### config.mk
export PLATFORM = sky130hd
export DESIGN_NAME = i2c_master_register_transfer
export DESIGN_NICKNAME = d
export VERILOG_FILES = /design/src/rtl/i2cmrt_pkg.sv /design/src/rtl/i2c_master_register_transfer.sv
export SDC_FILE = /design/constraint.sdc
export NUM_CORES = 1
export LEC_CHECK = 0
export BUFFER_PORTS_ARGS = -buffer_cell sky130_fd_sc_hd__buf_2
export CORE_UTILIZATION = 53
export CTS_BUF_LIST = sky130_fd_sc_hd__clkbuf_16
export CTS_CLUSTER_SIZE = 25
export DETAILED_ROUTE_END_ITERATION = 8
export PLACE_DENSITY_LB_ADDON = 0.12
export SLEW_MARGIN = 10
export SYNTH_ARGS = -nofsm -noshare
export SYNTH_HDL_FRONTEND = slang
export SYNTH_SLANG_ARGS = --single-unit
### constraint.sdc
create_clock -name clk -period 6.75 [get_ports clk]
set_clock_uncertainty 0.1 [all_clocks]
set_input_delay 1.0125 -clock clk [delete_from_list [all_inputs] [get_ports clk]]
set_output_delay 1.0125 -clock clk [all_outputs]
set_load 0.03 [all_outputs]
### src/rtl/i2cmrt_pkg.sv
package i2cmrt_pkg;

  typedef struct packed {
    logic [1:0] func;
    logic [6:0] dev_addr;
    logic [7:0] reg_addr;
    logic [7:0] length;
    logic [7:0] wr_data;
    logic       sda_in;
  } in_t;

  typedef struct packed {
    logic       scl;
    logic       sda_out;
    logic       sda_drive;
    logic       busy_res;
    logic       data_request;
    logic [7:0] rd_data;
    logic       rd_valid;
    logic       rd_last;
    logic       done_res;
    logic       error;
  } out_t;

  localparam int CFG_W = 10;

  localparam logic [0:0] CFG_ACK_TIMEOUT = 1'd0;
  localparam logic [0:0] CFG_HALF_PERIOD = 1'd1;

  localparam logic [7:0] ACK_TIMEOUT_RST = 8'd250;
  localparam logic [9:0] HALF_PERIOD_RST = 10'd1;

  localparam logic [1:0] FUNC_WRITE = 2'd1;
  localparam logic [1:0] FUNC_READ  = 2'd2;

  // transaction progress
  localparam logic [2:0] STG_ADDR  = 3'd0;
  localparam logic [2:0] STG_REG   = 3'd1;
  localparam logic [2:0] STG_DATA  = 3'd2;
  localparam logic [2:0] STG_RADDR = 3'd3;
  localparam logic [2:0] STG_ABORT = 3'd7;

  typedef enum logic [17:0] {
    PH_IDLE      = 18'b000000000000000001,
    PH_START_A   = 18'b000000000000000010,
    PH_START_B   = 18'b000000000000000100,
    PH_START_C   = 18'b000000000000001000,
    PH_TX_LOW    = 18'b000000000000010000,
    PH_TX_HIGH   = 18'b000000000000100000,
    PH_ACK_LOW   = 18'b000000000001000000,
    PH_ACK_HIGH  = 18'b000000000010000000,
    PH_FETCH     = 18'b000000000100000000,
    PH_RS_A      = 18'b000000001000000000,
    PH_RS_B      = 18'b000000010000000000,
    PH_RX_LOW    = 18'b000000100000000000,
    PH_RX_HIGH   = 18'b000001000000000000,
    PH_MACK_LOW  = 18'b000010000000000000,
    PH_MACK_HIGH = 18'b000100000000000000,
    PH_STOP_A    = 18'b001000000000000000,
    PH_STOP_B    = 18'b010000000000000000,
    PH_STOP_C    = 18'b100000000000000000
  } phase_t;

endpackage

### src/rtl/i2c_master_register_transfer.sv
// I2C master for register write and read transactions, one bus tick per item.
// The result for a tick is registered and presented in the cycle after it is accepted.
// Throughput: one tick per cycle; the bus sequencer and its output register
// advance together, so in_ready only drops while a result is held by out_ready.
// Reset (synchronous, active low): sequencer idle, counters cleared,
// ack_timeout = 250, half_period_ticks = 1, no result pending.
module i2c_master_register_transfer (
  input  logic                     clk,
  input  logic                     rst_n,
  input  logic                     in_valid,
  output logic                     in_ready,
  input  i2cmrt_pkg::in_t          in_data,
  output logic                     out_valid,
  input  logic                     out_ready,
  output i2cmrt_pkg::out_t         out_data,
  input  logic                     cfg_wr_en,
  input  logic [0:0]               cfg_index,
  input  logic [i2cmrt_pkg::CFG_W-1:0] cfg_wdata
);
  import i2cmrt_pkg::*;

  logic [7:0] ack_timeout_r;
  logic [9:0] half_period_r;

  phase_t     phase_r, phase_nxt, phase_c;
  logic [2:0] stage_r, stage_nxt, stage_c;
  logic [2:0] bits_r, bits_nxt, bits_c;
  logic [7:0] shift_r, shift_nxt;
  logic [7:0] left_r, left_nxt, left_c;
  logic [7:0] wait_r, wait_nxt, wait_c;
  logic [9:0] tick_r, tick_nxt, tick_c;
  logic [6:0] dev_r, dev_nxt;
  logic [7:0] reg_r, reg_nxt;
  logic       is_read_r, is_read_nxt;

  out_t       res;
  out_t       out_r;
  logic       out_valid_r;
  logic       accept;

  logic [9:0]  half_eff;
  logic [10:0] tick_inc;
  logic        seg_over;
  logic [2:0]  bits_inc;
  logic [7:0]  wait_inc;
  logic [7:0]  rx_shift;
  logic        cmd;

  assign in_ready  = !out_valid_r || out_ready;
  assign accept    = in_valid && in_ready;
  assign out_valid = out_valid_r;
  assign out_data  = out_r;

  // command overlay: a start command while idle loads the transaction
  assign cmd = (phase_r == PH_IDLE) &&
               (in_data.func == FUNC_WRITE || in_data.func == FUNC_READ);

  always_comb begin
    phase_c = phase_r;
    stage_c = stage_r;
    bits_c  = bits_r;
    left_c  = left_r;
    wait_c  = wait_r;
    tick_c  = tick_r;
    if (cmd) begin
      phase_c = PH_START_A;
      stage_c = STG_ADDR;
      bits_c  = 3'd0;
      left_c  = in_data.length;
      wait_c  = 8'd0;
      tick_c  = 10'd0;
    end
  end

  assign half_eff = (half_period_r == 10'd0) ? 10'd1 : half_period_r;
  assign tick_inc = {1'b0, tick_c} + 11'd1;
  assign seg_over = tick_inc >= {1'b0, half_eff};
  assign bits_inc = bits_c + 3'd1;
  assign wait_inc = wait_c + 8'd1;
  assign rx_shift = {shift_r[6:0], in_data.sda_in};

  always_comb begin
    phase_nxt   = phase_c;
    stage_nxt   = stage_c;
    bits_nxt    = bits_c;
    shift_nxt   = shift_r;
    left_nxt    = left_c;
    wait_nxt    = wait_c;
    tick_nxt    = seg_over ? 10'd0 : tick_inc[9:0];
    dev_nxt     = cmd ? in_data.dev_addr : dev_r;
    reg_nxt     = cmd ? in_data.reg_addr : reg_r;
    is_read_nxt = cmd ? (in_data.func == FUNC_READ) : is_read_r;

    res              = '0;
    res.scl          = 1'b1;
    res.sda_out      = 1'b1;
    res.busy_res     = 1'b1;

    case (phase_c)
      PH_START_A: begin
        res.sda_drive = 1'b1;
        if (seg_over) phase_nxt = PH_START_B;
      end
      PH_START_B: begin
        res.sda_drive = 1'b1;
        res.sda_out   = 1'b0;
        if (seg_over) phase_nxt = PH_START_C;
      end
      PH_START_C: begin
        res.sda_drive = 1'b1;
        res.sda_out   = 1'b0;
        res.scl       = 1'b0;
        if (seg_over) begin
          shift_nxt = {dev_nxt, stage_c == STG_RADDR};
          bits_nxt  = 3'd0;
          phase_nxt = PH_TX_LOW;
        end
      end
      PH_TX_LOW, PH_TX_HIGH: begin
        res.sda_drive = 1'b1;
        res.sda_out   = shift_r[7];
        res.scl       = (phase_c == PH_TX_HIGH);
        if (seg_over) begin
          if (phase_c == PH_TX_LOW) begin
            phase_nxt = PH_TX_HIGH;
          end else begin
            shift_nxt = {shift_r[6:0], 1'b0};
            bits_nxt  = bits_inc;
            phase_nxt = (bits_inc == 3'd0) ? PH_ACK_LOW : PH_TX_LOW;
          end
        end
      end
      PH_ACK_LOW: begin
        res.scl = 1'b0;
        if (seg_over) begin
          wait_nxt  = 8'd0;
          phase_nxt = PH_ACK_HIGH;
        end
      end
      PH_ACK_HIGH: begin
        // this slot ignores the segment timer; it ends on ack or timeout
        tick_nxt = tick_c;
        if (!in_data.sda_in) begin
          tick_nxt = 10'd0;
          if (stage_c == STG_ADDR) begin
            stage_nxt = STG_REG;
            shift_nxt = reg_r;
            bits_nxt  = 3'd0;
            phase_nxt = PH_TX_LOW;
          end else if (stage_c == STG_REG && is_read_r) begin
            stage_nxt = STG_RADDR;
            phase_nxt = PH_RS_A;
          end else if (stage_c == STG_RADDR) begin
            bits_nxt  = 3'd0;
            shift_nxt = 8'd0;
            phase_nxt = (left_c != 8'd0) ? PH_RX_LOW : PH_STOP_A;
          end else if (left_c != 8'd0) begin
            res.data_request = 1'b1;
            phase_nxt        = PH_FETCH;
          end else begin
            phase_nxt = PH_STOP_A;
          end
        end else begin
          wait_nxt = wait_inc;
          if (wait_inc >= ack_timeout_r) begin
            stage_nxt = STG_ABORT;
            tick_nxt  = 10'd0;
            phase_nxt = PH_STOP_A;
          end
        end
      end
      PH_FETCH: begin
        res.scl   = 1'b0;
        stage_nxt = STG_DATA;
        left_nxt  = left_c - 8'd1;
        shift_nxt = in_data.wr_data;
        bits_nxt  = 3'd0;
        tick_nxt  = 10'd0;
        phase_nxt = PH_TX_LOW;
      end
      PH_RS_A, PH_RS_B: begin
        res.sda_drive = 1'b1;
        res.scl       = (phase_c == PH_RS_B);
        if (seg_over) phase_nxt = (phase_c == PH_RS_A) ? PH_RS_B : PH_START_B;
      end
      PH_RX_LOW: begin
        res.scl = 1'b0;
        if (seg_over) phase_nxt = PH_RX_HIGH;
      end
      PH_RX_HIGH: begin
        if (seg_over) begin
          shift_nxt = rx_shift;
          bits_nxt  = bits_inc;
          if (bits_inc == 3'd0) begin
            res.rd_valid = 1'b1;
            res.rd_data  = rx_shift;
            res.rd_last  = (left_c == 8'd1);
            left_nxt     = left_c - 8'd1;
            phase_nxt    = PH_MACK_LOW;
          end else begin
            phase_nxt = PH_RX_LOW;
          end
        end
      end
      PH_MACK_LOW, PH_MACK_HIGH: begin
        // NACK on the last byte
        res.sda_drive = 1'b1;
        res.sda_out   = (left_c == 8'd0);
        res.scl       = (phase_c == PH_MACK_HIGH);
        if (seg_over) begin
          if (phase_c == PH_MACK_LOW) begin
            phase_nxt = PH_MACK_HIGH;
          end else begin
            shift_nxt = 8'd0;
            phase_nxt = (left_c != 8'd0) ? PH_RX_LOW : PH_STOP_A;
          end
        end
      end
      PH_STOP_A: begin
        res.sda_drive = 1'b1;
        res.sda_out   = 1'b0;
        res.scl       = 1'b0;
        if (seg_over) phase_nxt = PH_STOP_B;
      end
      PH_STOP_B: begin
        res.sda_drive = 1'b1;
        res.sda_out   = 1'b0;
        if (seg_over) phase_nxt = PH_STOP_C;
      end
      PH_STOP_C: begin
        res.sda_drive = 1'b1;
        if (seg_over) begin
          res.done_res = 1'b1;
          res.error    = (stage_c == STG_ABORT);
          stage_nxt    = STG_ADDR;
          phase_nxt    = PH_IDLE;
        end
      end
      default: begin
        res.busy_res = 1'b0;
        phase_nxt    = PH_IDLE;
        tick_nxt     = tick_c;
      end
    endcase
  end

  always_ff @(posedge clk) begin
    if (!rst_n) begin
      ack_timeout_r <= ACK_TIMEOUT_RST;
      half_period_r <= HALF_PERIOD_RST;
    end else if (cfg_wr_en) begin
      case (cfg_index)
        CFG_ACK_TIMEOUT: ack_timeout_r <= cfg_wdata[7:0];
        CFG_HALF_PERIOD: half_period_r <= cfg_wdata[9:0];
        default: ;
      endcase
    end
  end

  always_ff @(posedge clk) begin
    if (!rst_n) begin
      phase_r     <= PH_IDLE;
      stage_r     <= 3'd0;
      bits_r      <= 3'd0;
      shift_r     <= 8'd0;
      left_r      <= 8'd0;
      wait_r      <= 8'd0;
      tick_r      <= 10'd0;
      dev_r       <= 7'd0;
      reg_r       <= 8'd0;
      is_read_r   <= 1'b0;
      out_valid_r <= 1'b0;
    end else begin
      if (accept) begin
        phase_r   <= phase_nxt;
        stage_r   <= stage_nxt;
        bits_r    <= bits_nxt;
        shift_r   <= shift_nxt;
        left_r    <= left_nxt;
        wait_r    <= wait_nxt;
        tick_r    <= tick_nxt;
        dev_r     <= dev_nxt;
        reg_r     <= reg_nxt;
        is_read_r <= is_read_nxt;
      end
      if (accept) begin
        out_valid_r <= 1'b1;
      end else if (out_ready) begin
        out_valid_r <= 1'b0;
      end
    end
  end

  always_ff @(posedge clk) begin
    if (accept) begin
      out_r <= res;
    end
  end

endmodule
Word-level counts from Yosys, hierarchy flattened. Index checks and enable logic that the tools add are counted.

Bitwise logic cells: 2. Multiplexer cells: 78. $add $sub $neg: 4. Magnitude comparators: 2. Reduce and logical (&&, ||, !) cells: 29. Equality and inequality tests: 33.

Operator list (count): $mux 18 (15); $pmux 18 s14 (1); $mux 8 (16); $mux 16 (6); $mux 10 (5); $pmux 8 s6 (1); $mux 3 (15); $pmux 8 s2 (2); $pmux 10 s3 (1); $mux 7 (3); $eq 18x1->1 const B (1); $eq 18x10->1 const B (1); $eq 18x11->1 const B (1); $eq 18x12->1 const B (1); $eq 18x13->1 const B (1); $eq 18x14->1 const B (1); $eq 18x15->1 const B (1); $eq 18x16->1 const B (1); $eq 18x17->1 const B (1); $eq 18x18->1 const B (1); $eq 18x2->1 const B (1); $eq 18x3->1 const B (1); $eq 18x4->1 const B (1); $eq 18x5->1 const B (1); other kinds (45) (69).

Register bits: 110. Output and inout port bits: 19.

Longest topological paths before layout. Gate-level depths: netlist of run 1.

Depth after elaboration: 11. Mapped depth: 24. Depth with buffers taken out: 20.

Worst setup path after synthesis of run 1. No wires, ideal clock.

Path kind: input port to flip-flop. Start point: input port in_data[32] in the netlist's numbering. End point: register tick_r[0]. Buffers on the path: 2. Setup time: 0.070 ns. Required time: 6.580 ns. Data arrival time: 4.928 ns. Slack: 1.652 ns. Stages: 19. Cell sequence: inv_1 ha_1 or4b_1 buf_2 clkbuf_1 and2_1 ha_1 nand3_1 xor2_1 nor2_1 ha_1 a21o_1 a2111oi_0 o21ai_0 a21oi_2 nor2_1 a21oi_1 a31oi_1 a21oi_1.

Cells in the longest elaborated chain, start to end: 9.

RTL lines: from (decl) (RTL line i2c_master_register_transfer.sv:12) `input i2cmrt_pkg::in_t in_data,`; $eq 2x1->1 / $eq 2x2->1 (equally long branches) (RTL line i2c_master_register_transfer.sv:56) `(in_data.func == FUNC_WRITE || in_data.func == FUNC_READ);`; $logic_or 1x1->1 (*) (RTL line i2c_master_register_transfer.sv:56); $logic_and 1x1->1 (*) (RTL line i2c_master_register_transfer.sv:55) `assign cmd = (phase_r == PH_IDLE) &&`; $mux 8 (RTL line i2c_master_register_transfer.sv:65) `if (cmd) begin`; $add 8x1->8 (RTL line i2c_master_register_transfer.sv:79) `assign wait_inc = wait_c + 8'd1;`; $ge 8x8->1 (RTL line i2c_master_register_transfer.sv:165) `if (wait_inc >= ack_timeout_r) begin`; $mux 10 (RTL line i2c_master_register_transfer.sv:165); $mux 10 (RTL line i2c_master_register_transfer.sv:143) `if (!in_data.sda_in) begin`; $pmux 10 s3 (*) (RTL line i2c_master_register_transfer.sv:99) `case (phase_c)`; to (signal assigned) (RTL line i2c_master_register_transfer.sv:281) `tick_r <= tick_nxt;`; to (decl) (RTL line i2c_master_register_transfer.sv:31) `logic [9:0] tick_r, tick_nxt, tick_c;`.

Mark *: on every way between the ends. The rest lies on a longest branch, timed or not. A chain may end at the register's enable or synchronous reset.

Worst setup path in the final report of run 1.
Start point: register phase_r[9]. End point: register tick_r[6].

Cells in the longest elaborated chain, start to end: 8.

RTL lines: from (decl) (RTL line i2c_master_register_transfer.sv:25) `phase_t phase_r, phase_nxt, phase_c;`; from (signal assigned) (RTL line i2c_master_register_transfer.sv:275) `phase_r <= phase_nxt;`; $eq 18x1->1 (RTL line i2c_master_register_transfer.sv:55); $logic_and 1x1->1 (RTL line i2c_master_register_transfer.sv:55); $mux 8 (RTL line i2c_master_register_transfer.sv:65); $add 8x1->8 (RTL line i2c_master_register_transfer.sv:79); $ge 8x8->1 (RTL line i2c_master_register_transfer.sv:165); $mux 10 (RTL line i2c_master_register_transfer.sv:165); $mux 10 (RTL line i2c_master_register_transfer.sv:143); $pmux 10 s3 (*) (RTL line i2c_master_register_transfer.sv:99).

Marked as above.

==> results of run 1 <==
[Yosys cell counts, types with 6 or more instances]
library cell	instances
nand2_1	112
a222oi_1	6
a21oi_1	60
nand2b_1	9
nor4_1	10
edfxtp_1	17
o21a_1	7
dfxtp_1	93
o22ai_1	8
ha_1	26
nand4_1	11
nand3_1	31
nor3_1	27
a22o_1	17
nor3b_1	6
o31ai_1	8
xnor2_1	10
a31oi_1	10
mux2i_1	18
buf_2	14
inv_1	24
and2_1	21
o211ai_1	10
clkbuf_1	27
o21ai_0	33
xor2_1	12
or3_1	6
nor2_1	64
[area by class of cell]
cell class                      instances  area (µm²)  share of cell area (%)
Clock buffer                           10       250.2                   3.459
Clock inverter                          6       42.54                  0.5880
Inverter                               27       101.3                   1.401
Multi-Input combinational cell        611        3891                   53.79
Sequential cell                       110        2372                   32.79
Tap cell                              147       183.9                   2.542
Timing Repair Buffer                   75       392.9                   5.431
[critical path: stages (launching register included)]
cell,delay [ns]
dfxtp_1,0.41
nor4_4,0.61
nand4_4,0.26
or4b_1,0.76
and2_1,0.27
ha_1,0.28
nand3_1,0.13
xor2_1,0.17
nor2_1,0.08
ha_1,0.33
a21o_1,0.16
a2111oi_0,0.43
o21ai_0,0.27
a21oi_2,0.45
nor2_1,0.15
a21oi_1,0.68
a22o_1,0.25
[worst paths after layout]
kind	from	endpoint	slack [ns]	cells after the start
worst max-delay path	phase_r[9]	tick_r[6]	0.87	16
worst min-delay path	dev_r[6]	dev_r[6]	0.36	2
worst max register to register	phase_r[9]	tick_r[6]	0.87	16
worst min register to register	dev_r[6]	dev_r[6]	0.36	2
[registers in the layout, summed over array words and instances (netlist names)]
| signal | flops |
|---|---|
| dev_r | 7 |
| out_data | 17 |
| phase_r | 18 |
| bits_r | 3 |
| stage_r | 3 |
| out_valid | 1 |
| is_read_r | 1 |
| reg_r | 8 |
| wait_r | 8 |
| shift_r | 8 |
| ack_timeout_r | 8 |
| half_period_r | 10 |
| tick_r | 10 |
| left_r | 8 |
[routing by layer]
layer,global-route usage (%),vias to the layer above
met3,6.802,37
met1,38.78,2971
li1,-,2990
met2,50.06,293
met5,0,-
met4,8.947,0
[through the flow]
step | utilization (%) | hold WS (ns) | instance area, µm²
after global placement | 57.79 | 0.3410 | 6942
after global routing | 60.23 | 0.3706 | 7234
after floorplan | - | 0.3357 | 6554
after CTS | 60.23 | 0.3562 | 7234
final | 60.23 | 0.3569 | 7234
after detailed placement | 57.79 | 0.3456 | 6942
[cells by family (layout without fill, tap and decap cells)]
logic type	count (synthesis)	count (layout)
AOI/OAI and AO/OA	206	206
xor gates and xnor gates	22	22
and+or+nand+nor	338	338
muxes	19	19
buffers and inverters	71	118
adders and majority gates	26	26
DFF	110	110
[power breakdown]
group	total, W	internal, W	switching [W]
Clock	0.000528	0.000275	0.000254
Sequential	0.000716	0.000694	0.0000219
Combinational	0.000342	0.000111	0.000231
==> flow_metrics.env, run 1 <==
export IMPL_yosysUniqueCellTypes=80
export IMPL_via_count=6291
export IMPL_synth_xor_area_share_pct=2.940
export IMPL_drc=0
export IMPL_period_share_pct=87.06
export IMPL_syn_num_nets=868
export IMPL_ctsHoldBuffers=0
export IMPL_status="complete, no violations"
export IMPL_core_area_um2=12010
export IMPL_wire_per_inst_um=19.01
export IMPL_ys_warn_count=0
export IMPL_wl_met2_um=8928
export IMPL_diodes=0
export IMPL_power_density_nw_per_um2=219.2
export IMPL_peakVddDrop_mv=0.1589
export IMPL_hold_viol=0
export IMPL_antenna_left=0
export IMPL_synth_largest_area_cell="dfxtp_1"
export IMPL_criticalPathCategory="reg2reg"
export IMPL_drt_iter0_drc=649
export IMPL_end_kind="flop"
export IMPL_maxUsedRoutingLayer="met4"
export IMPL_crit_required_ns=6.95
export IMPL_antenna_found_initial=0
export IMPL_gp_congestion=0.9730
export IMPL_viasPerCell=6.380
export IMPL_grtUsageTotal_pct=30.02
export IMPL_fill_cells=1074
export IMPL_synth_top_family_by_area="simple AND/OR/NAND/NOR gates"
export IMPL_ys_seq_area_share_pct=36.20
export IMPL_total_power_w=0.001586
export IMPL_synthCells=792
export IMPL_cts_buffer_depth=2
export IMPL_synth_area_top_cells="dfxtp_1 (28%), edfxtp_1 (7.8%), nand2_1 (6.4%)"
export IMPL_finalSetupTns_ns=0
export IMPL_tritoncts="yes"
export IMPL_cap_violations=0
export IMPL_final_nets=910
export IMPL_htreeDepth=3
export IMPL_finalWorstPathRequiredPeriod_ns=5.876
export IMPL_tritoncts_num_buffers=9
export IMPL_num_rows=40
export IMPL_synth_simple_area_share_pct=26.80
export IMPL_dieWidth_um=113.2
export IMPL_drt_wl_total_um=18740
export IMPL_netlist_area_um2=6554
export IMPL_final_instance_count_excl_fill=986
export IMPL_clkSinkCount=110
export IMPL_numPortBuffers=68
export IMPL_min_path_type="reg2reg"
export IMPL_cts_root_buffer="clkbuf_16"
export IMPL_grt_ovfl_total=0
export IMPL_finalMaxSlewViolations=0
export IMPL_drt_met1_wl_um=7919
export IMPL_synthArstFlopShare_pct=0
export IMPL_rsz0062_at_grt="no"
export IMPL_tightest_slew_ns=1.093
export IMPL_die_h_um=113.2
export IMPL_power_leakage_nw=2.861
export IMPL_final_layout_size_suffix_gt1_share_pct=13.83
export IMPL_slew_headroom_pct=27.15
export IMPL_grt_pass1_vias=5796
export IMPL_placedCellCount=970
export IMPL_synthMuxAreaShare_pct=2.921
export IMPL_fmax_mhz=170.2
export IMPL_setup_violations=0
export IMPL_synth_compound_area_share_pct=21.61
export IMPL_yosysTopAreaCellShare_pct=28.41
export IMPL_post_cts_buffers=0
export IMPL_mostFrequentLayoutCell="nand2_1"
export IMPL_worstSkewPairLatency_ns=0.36
export IMPL_cp_max_fo=10
export IMPL_clk_pin_slew_ns=0.08
export IMPL_startpoint_type="flop"
export IMPL_dpl_worst_slack_ns=0.7912
export IMPL_worst_slack_ns=0.8736
export IMPL_start_util_pct=54.56
export IMPL_synth_flop_cell="dfxtp_1"
export IMPL_post_cts_resized=0
export IMPL_ios=69
export IMPL_dp_hpwl_um=13440
export IMPL_dieArea_um2=12810
export IMPL_synth_edf_count=17
export IMPL_grt_max_degree=51
export IMPL_grt_first_pass_wirelength_um=30150
export IMPL_synthToLayoutAreaGrowth_pct=10.39
export IMPL_synthAdderAreaFrac_pct=4.964
export IMPL_final_cell_mix="nand2_1 (112), dfxtp_1 (93), buf_2 (68), nor2_1 (64), a21oi_1 (60)"
export IMPL_dr_pass1_iters=5
export IMPL_ys_ff_latch=110
export IMPL_avgSynthCellArea_um2=8.275
export IMPL_wl_met3_um=1528
export IMPL_worstPathArrival_ns=6.08
No activity file was read; power rests on OpenSTA's default activity.
==> run 2: changes to the inputs <==
- ABC_AREA: not set -> 1
==> run 2 against run 1 <==
Effect of this change:
- die area increased by 14%
- sequential power increased by 0.7%
- first-iteration DRC count increased by 8.8%
- critical path type is now in2reg
- highest routed layer unchanged
==> flow_metrics.env, run 2 <==
export IMPL_finalSetupTns_ns=0
export IMPL_wl_met2_um=9475
export IMPL_grt_ovfl_total=0
export IMPL_cts_root_buffer="clkbuf_16"
export IMPL_post_cts_resized=0
export IMPL_grt_pass1_vias=6870
export IMPL_tightest_slew_ns=0.8899
export IMPL_via_count=7675
export IMPL_dieArea_um2=14600
export IMPL_min_path_type="reg2reg"
export IMPL_fin_area_um2=8177
export IMPL_multi_input_area_um2=4312
export IMPL_synth_flop_cell="dfxtp_1"
export IMPL_setup_violations=0
export IMPL_drc=0
export IMPL_grt_max_degree=60
export IMPL_final_cell_mix="nand2_1 (247), inv_1 (144), nor2_1 (127), dfxtp_1 (93), a21oi_1 (91)"
export IMPL_antenna_found_initial=0
export IMPL_num_rows=43
export IMPL_total_power_w=0.001627
export IMPL_netlist_area_um2=7485
export IMPL_synth_area_top_cells="dfxtp_1 (25%), nand2_1 (12%), inv_1 (7.2%)"
export IMPL_drt_met1_wl_um=9752
export IMPL_antenna_left=0
export IMPL_drt_wl_total_um=21110
export IMPL_dp_hpwl_um=15500
export IMPL_ys_ff_latch=110
export IMPL_dieWidth_um=120.8
export IMPL_ys_warn_count=0
export IMPL_maxUsedRoutingLayer="met4"
export IMPL_worstSkewPairLatency_ns=0.36
export IMPL_worstPathArrival_ns=5.24
export IMPL_post_cts_buffers=0
export IMPL_fmax_mhz=197.3
export IMPL_clkSinkCount=110
export IMPL_power_density_nw_per_um2=199.0
export IMPL_rrSetupSlack_ns=2.15
export IMPL_viasPerCell=5.614
export IMPL_wire_per_inst_um=15.44
export IMPL_period_share_pct=75.10
export IMPL_synth_largest_area_cell="dfxtp_1"
export IMPL_synth_most_common_cell="nand2_1"
export IMPL_cp_slowest_cell="nand2_4"
export IMPL_seq_area_um2=2372
export IMPL_placed_area_um2=7906
export IMPL_tritoncts_num_buffers=9
export IMPL_cap_violations=0
export IMPL_final_nets=1258
export IMPL_start_util_pct=54.13
export IMPL_avgSynthCellArea_um2=6.577
export IMPL_diodes=0
export IMPL_drt_iter0_drc=706
export IMPL_ios=69
export IMPL_grtUsageTotal_pct=29.92
export IMPL_finalMaxSlewViolations=0
export IMPL_gp_congestion=1.035
export IMPL_criticalPathCategory="in2reg"
export IMPL_peakVddDrop_mv=0.1418
export IMPL_final_layout_size_suffix_gt1_share_pct=12.81
export IMPL_cp_max_fo=35
export IMPL_mostFrequentLayoutCell="nand2_1"
export IMPL_synth_edf_count=17
export IMPL_cts_buffer_depth=2
export IMPL_crit_required_ns=6.92
export IMPL_hold_viol=0
export IMPL_cp_common_cell="nand2_1"
export IMPL_clk_pin_slew_ns=0.07
export IMPL_finalWorstPathRequiredPeriod_ns=5.069
export IMPL_syn_num_nets=1214
export IMPL_rsz0062_at_grt="no"
export IMPL_htreeDepth=3
export IMPL_wl_met3_um=1267
export IMPL_die_h_um=120.8
export IMPL_largest_reg_flops=18
export IMPL_dpl_worst_slack_ns=1.326
export IMPL_startpoint_type="input port"
export IMPL_ctsHoldBuffers=0
export IMPL_status="complete, no violations"
export IMPL_tritoncts="yes"
export IMPL_core_area_um2=13830
export IMPL_power_leakage_nw=3.964
export IMPL_synthArstFlopShare_pct=0
export IMPL_slowest_delay_ns=0.35
export IMPL_yosysTopAreaCellShare_pct=24.87
export IMPL_dr_pass1_iters=5
export IMPL_regMostFlops="phase_r"
export IMPL_yosysUniqueCellTypes=52
export IMPL_ys_seq_area_share_pct=31.70
export IMPL_worst_slack_ns=1.681
export IMPL_end_kind="flop"
export IMPL_synthTopCellsByCount="nand2_1 (248), inv_1 (144), nor2_1 (127)"
export IMPL_numPortBuffers=68
export IMPL_grt_first_pass_wirelength_um=34160
export IMPL_slew_headroom_pct=40.67
export IMPL_synthToLayoutAreaGrowth_pct=9.244
export IMPL_synthCells=1138
export IMPL_fill_cells=1392
## run 2: power by group
group	total, W	switching, W	internal, W
registers	0.000721	0.0000188	0.000702
clock network	0.000508	0.000256	0.000252
logic	0.000398	0.000283	0.000115
total	0.00163	0.000558	0.00107
## run 2: cell type report
class	count	area share (%)
clock inverter	7	0.5509
tap	180	2.754
timing repair buffer	77	4.989
inverter	157	7.207
sequential	110	29.01
multi-input combinational	827	52.73
clock buffer	9	2.754
## run 2: metal layers
layer	vias to the layer above	GRT usage, %
met3	45	5.613
li1	3875	-
met2	236	47.00
met1	3519	40.48
met5	-	0
met4	0	11.42
## run 2: cell families (layout without fill, tap and decap cells)
logic type	after synthesis	in the layout	share of synthesized area [%]
AOI/OAI and AO/OA	227	227	17.50
adders and majority gates	26	26	4.346
xor gates and xnor gates	11	11	1.287
and+or+nand+nor	563	563	34.44
buffers and inverters	201	250	10.73
DFF	110	110	31.70
## run 2: worst max-delay path, delay by kind of cell
family / cells / cell delay, ns
xor+xnor: 1 / 0.19
buf+inv: 8 / 0.65
simple gates: 20 / 2.44
compound gates: 1 / 0.12
fa+ha+maj: 3 / 0.80
## run 2: path summary, 6_finish.rpt
check              start   endpoint  depth (start not counted)
max reg2reg  phase_r[17]  left_r[7]                         31
max          in_data[32]  left_r[7]                         33
min reg2reg    bits_r[1]  bits_r[1]                          2
min            bits_r[1]  bits_r[1]                          2
## run 2: through the flow
stage / util [%] / instances / hold WS (ns)
2_1_floorplan: - / 1138 / 0.3299
3_3_place_gp: 57.18 / 1351 / 0.3486
3_5_place_dp: 57.18 / 1351 / 0.3534
4_1_cts: 59.13 / 1367 / 0.3694
5_1_grt: 59.13 / 1367 / 0.3922
6_report: 59.13 / 1367 / 0.3685
==> run 3: changes to the inputs <==
- clock period: 6.75 -> 4.6 ns (I/O delays scaled with it)
==> run 3 against run 2 <==
Effect of this change:
- cell area increased by 1.4%
- count of clock-buffer cells in the layout did not move
- flip-flop and latch count unchanged
- critical path type unchanged
- critical endpoint is now left_r[4]
- largest power group unchanged
==> flow_metrics.env, run 3 (synthesized netlist as in run 2, its figures left out) <==
export IMPL_tritoncts="yes"
export IMPL_dieWidth_um=120.8
export IMPL_cap_violations=0
export IMPL_clockPowerShare_pct=30.9
export IMPL_startpoint_type="input port"
export IMPL_peakVddDrop_mv=0.2217
export IMPL_clk_pin_slew_ns=0.07
export IMPL_tritoncts_num_buffers=9
export IMPL_criticalPathCategory="in2reg"
export IMPL_end_kind="flop"
export IMPL_cp_common_cell="nand2_1"
export IMPL_p_seq_share_pct=44.0
export IMPL_cp_slowest_cell="ha_1"
export IMPL_final_layout_size_suffix_gt1_share_pct=13.82
export IMPL_die_h_um=120.8
export IMPL_fill_cells=1376
export IMPL_intPower_w=0.001592
export IMPL_hold_viol=0
export IMPL_finalSetupTns_ns=0
export IMPL_grt_max_degree=59
export IMPL_fmax_mhz=237.7
export IMPL_finalWorstPathRequiredPeriod_ns=4.208
export IMPL_cts_buffer_depth=2
export IMPL_gp_congestion=1.068
export IMPL_final_nets=1272
export IMPL_cts_root_buffer="clkbuf_16"
export IMPL_cp_max_fo=8
export IMPL_worstPathArrival_ns=4.40
export IMPL_mostFrequentLayoutCell="nand2_1"
export IMPL_numPortBuffers=68
export IMPL_htreeDepth=3
export IMPL_period_share_pct=91.47
export IMPL_power_density_nw_per_um2=290.3
export IMPL_grt_ovfl_total=0
export IMPL_fin_area_um2=8288
export IMPL_start_util_pct=54.13
export IMPL_largest_reg_flops=18
export IMPL_switching_power_w=0.0008134
export IMPL_slowest_delay_ns=0.28
export IMPL_synthToLayoutAreaGrowth_pct=10.73
export IMPL_tightest_slew_ns=0.9506
export IMPL_ctsHoldBuffers=0
export IMPL_grt_first_pass_wirelength_um=34240
export IMPL_core_area_um2=13830
export IMPL_slew_headroom_pct=36.04
export IMPL_drt_iter0_drc=784
export IMPL_placedCellCount=1365
export IMPL_viasPerCell=5.644
export IMPL_antenna_found_initial=0
export IMPL_ios=69
export IMPL_dp_hpwl_um=15890
export IMPL_status="complete, no violations"
export IMPL_dpl_worst_slack_ns=0.05472
export IMPL_drt_wl_total_um=21100
export IMPL_wire_per_inst_um=15.28
export IMPL_final_core_utilization_pct=59.94
export IMPL_num_rows=43
export IMPL_drc=0
export IMPL_antenna_left=0
export IMPL_combinationalPowerShare_pct=25.1
export IMPL_setup_violations=0
export IMPL_power_leakage_nw=4.032
export IMPL_min_path_type="reg2reg"
export IMPL_power_share_switching_pct=33.81
export IMPL_worstSkewPairLatency_ns=0.36
export IMPL_grt_pass1_vias=6842
export IMPL_via_count=7794
export IMPL_crit_required_ns=4.79
export IMPL_finalMaxSlewViolations=0
export IMPL_grtUsageTotal_pct=29.81
export IMPL_rsz0062_at_grt="no"
export IMPL_placed_area_um2=8011
export IMPL_diodes=0
export IMPL_dr_pass1_iters=8
export IMPL_final_instance_count_excl_fill=1381
export IMPL_final_cell_mix="nand2_1 (247), inv_1 (145), nor2_1 (127), dfxtp_1 (93), a21oi_1 (91)"
export IMPL_regMostFlops="phase_r"
export IMPL_worst_slack_ns=0.3924
export IMPL_dieArea_um2=14600
export IMPL_clkSinkCount=110
## run 3: changes by cell type in the layout (fill, tap and decap cells not counted), sizes merged
cell	delta
buf	+14
## run 3: timing repair
action | in CTS | in global routing
buffers inserted | 0 | 0
gates resized for setup | 0 | 1
endpoints found under the setup margin | 0 | 2
## run 3: area by class of cell
type / instances / area, µm² / area share [%]
tap: 180 / 225.2 / 2.717
clock inverter: 7 / 47.55 / 0.5737
sequential: 110 / 2372 / 28.62
inverter: 157 / 589.3 / 7.111
multi-input combinational: 827 / 4312 / 52.02
timing repair buffer: 91 / 516.7 / 6.235
clock buffer: 9 / 225.2 / 2.717
## run 3: path summary, 6_finish.rpt
path | startpoint | endpoint | depth (start not counted) | slack, ns
setup reg to reg | phase_r[5] | left_r[4] | 27 | 0.51
hold / removal | bits_r[1] | bits_r[1] | 2 | 0.37
hold reg to reg | bits_r[1] | bits_r[1] | 2 | 0.37
setup / recovery | in_data[32] | left_r[4] | 30 | 0.39
## run 3: per-stage QoR
step / hold WS, ns / total power (W)
CTS: 0.3676 / 0.002413
finish: 0.3659 / 0.002406
global placement: 0.3493 / 0.001670
floorplan: 0.3299 / 0.001510
detailed placement: 0.3556 / 0.001677
global route: 0.3927 / 0.002539
## run 3: critical path, delay by kind of cell
kind                     cells  cell delay (ns)
AO/OA/AOI/OAI                3             0.43
XOR/XNOR                     1             0.19
adder cells (fa/ha/maj)      3             0.76
AND/OR/NAND/NOR             17             1.81
buffers and inverters        6             0.52
## run 3: metal layers
layer | vias to the layer above | GRT usage [%] | wire, µm
li1 | 3913 | - | -
met1 | 3557 | 40.94 | 9682
met2 | 278 | 46.79 | 9547
met3 | 46 | 5.425 | 1303
met4 | 0 | 10.03 | 565
met5 | - | 0 | 0
## run 3: power groups by stage
stage          Clock [W]  Sequential, W  Combinational, W
2_1_floorplan          0        0.00109          0.000422
3_3_place_gp           0        0.00108          0.000592
3_5_place_dp           0        0.00108          0.000598
4_1_cts         0.000756        0.00106          0.000599
5_1_grt         0.000796        0.00106          0.000680
6_report        0.000743        0.00106          0.000605
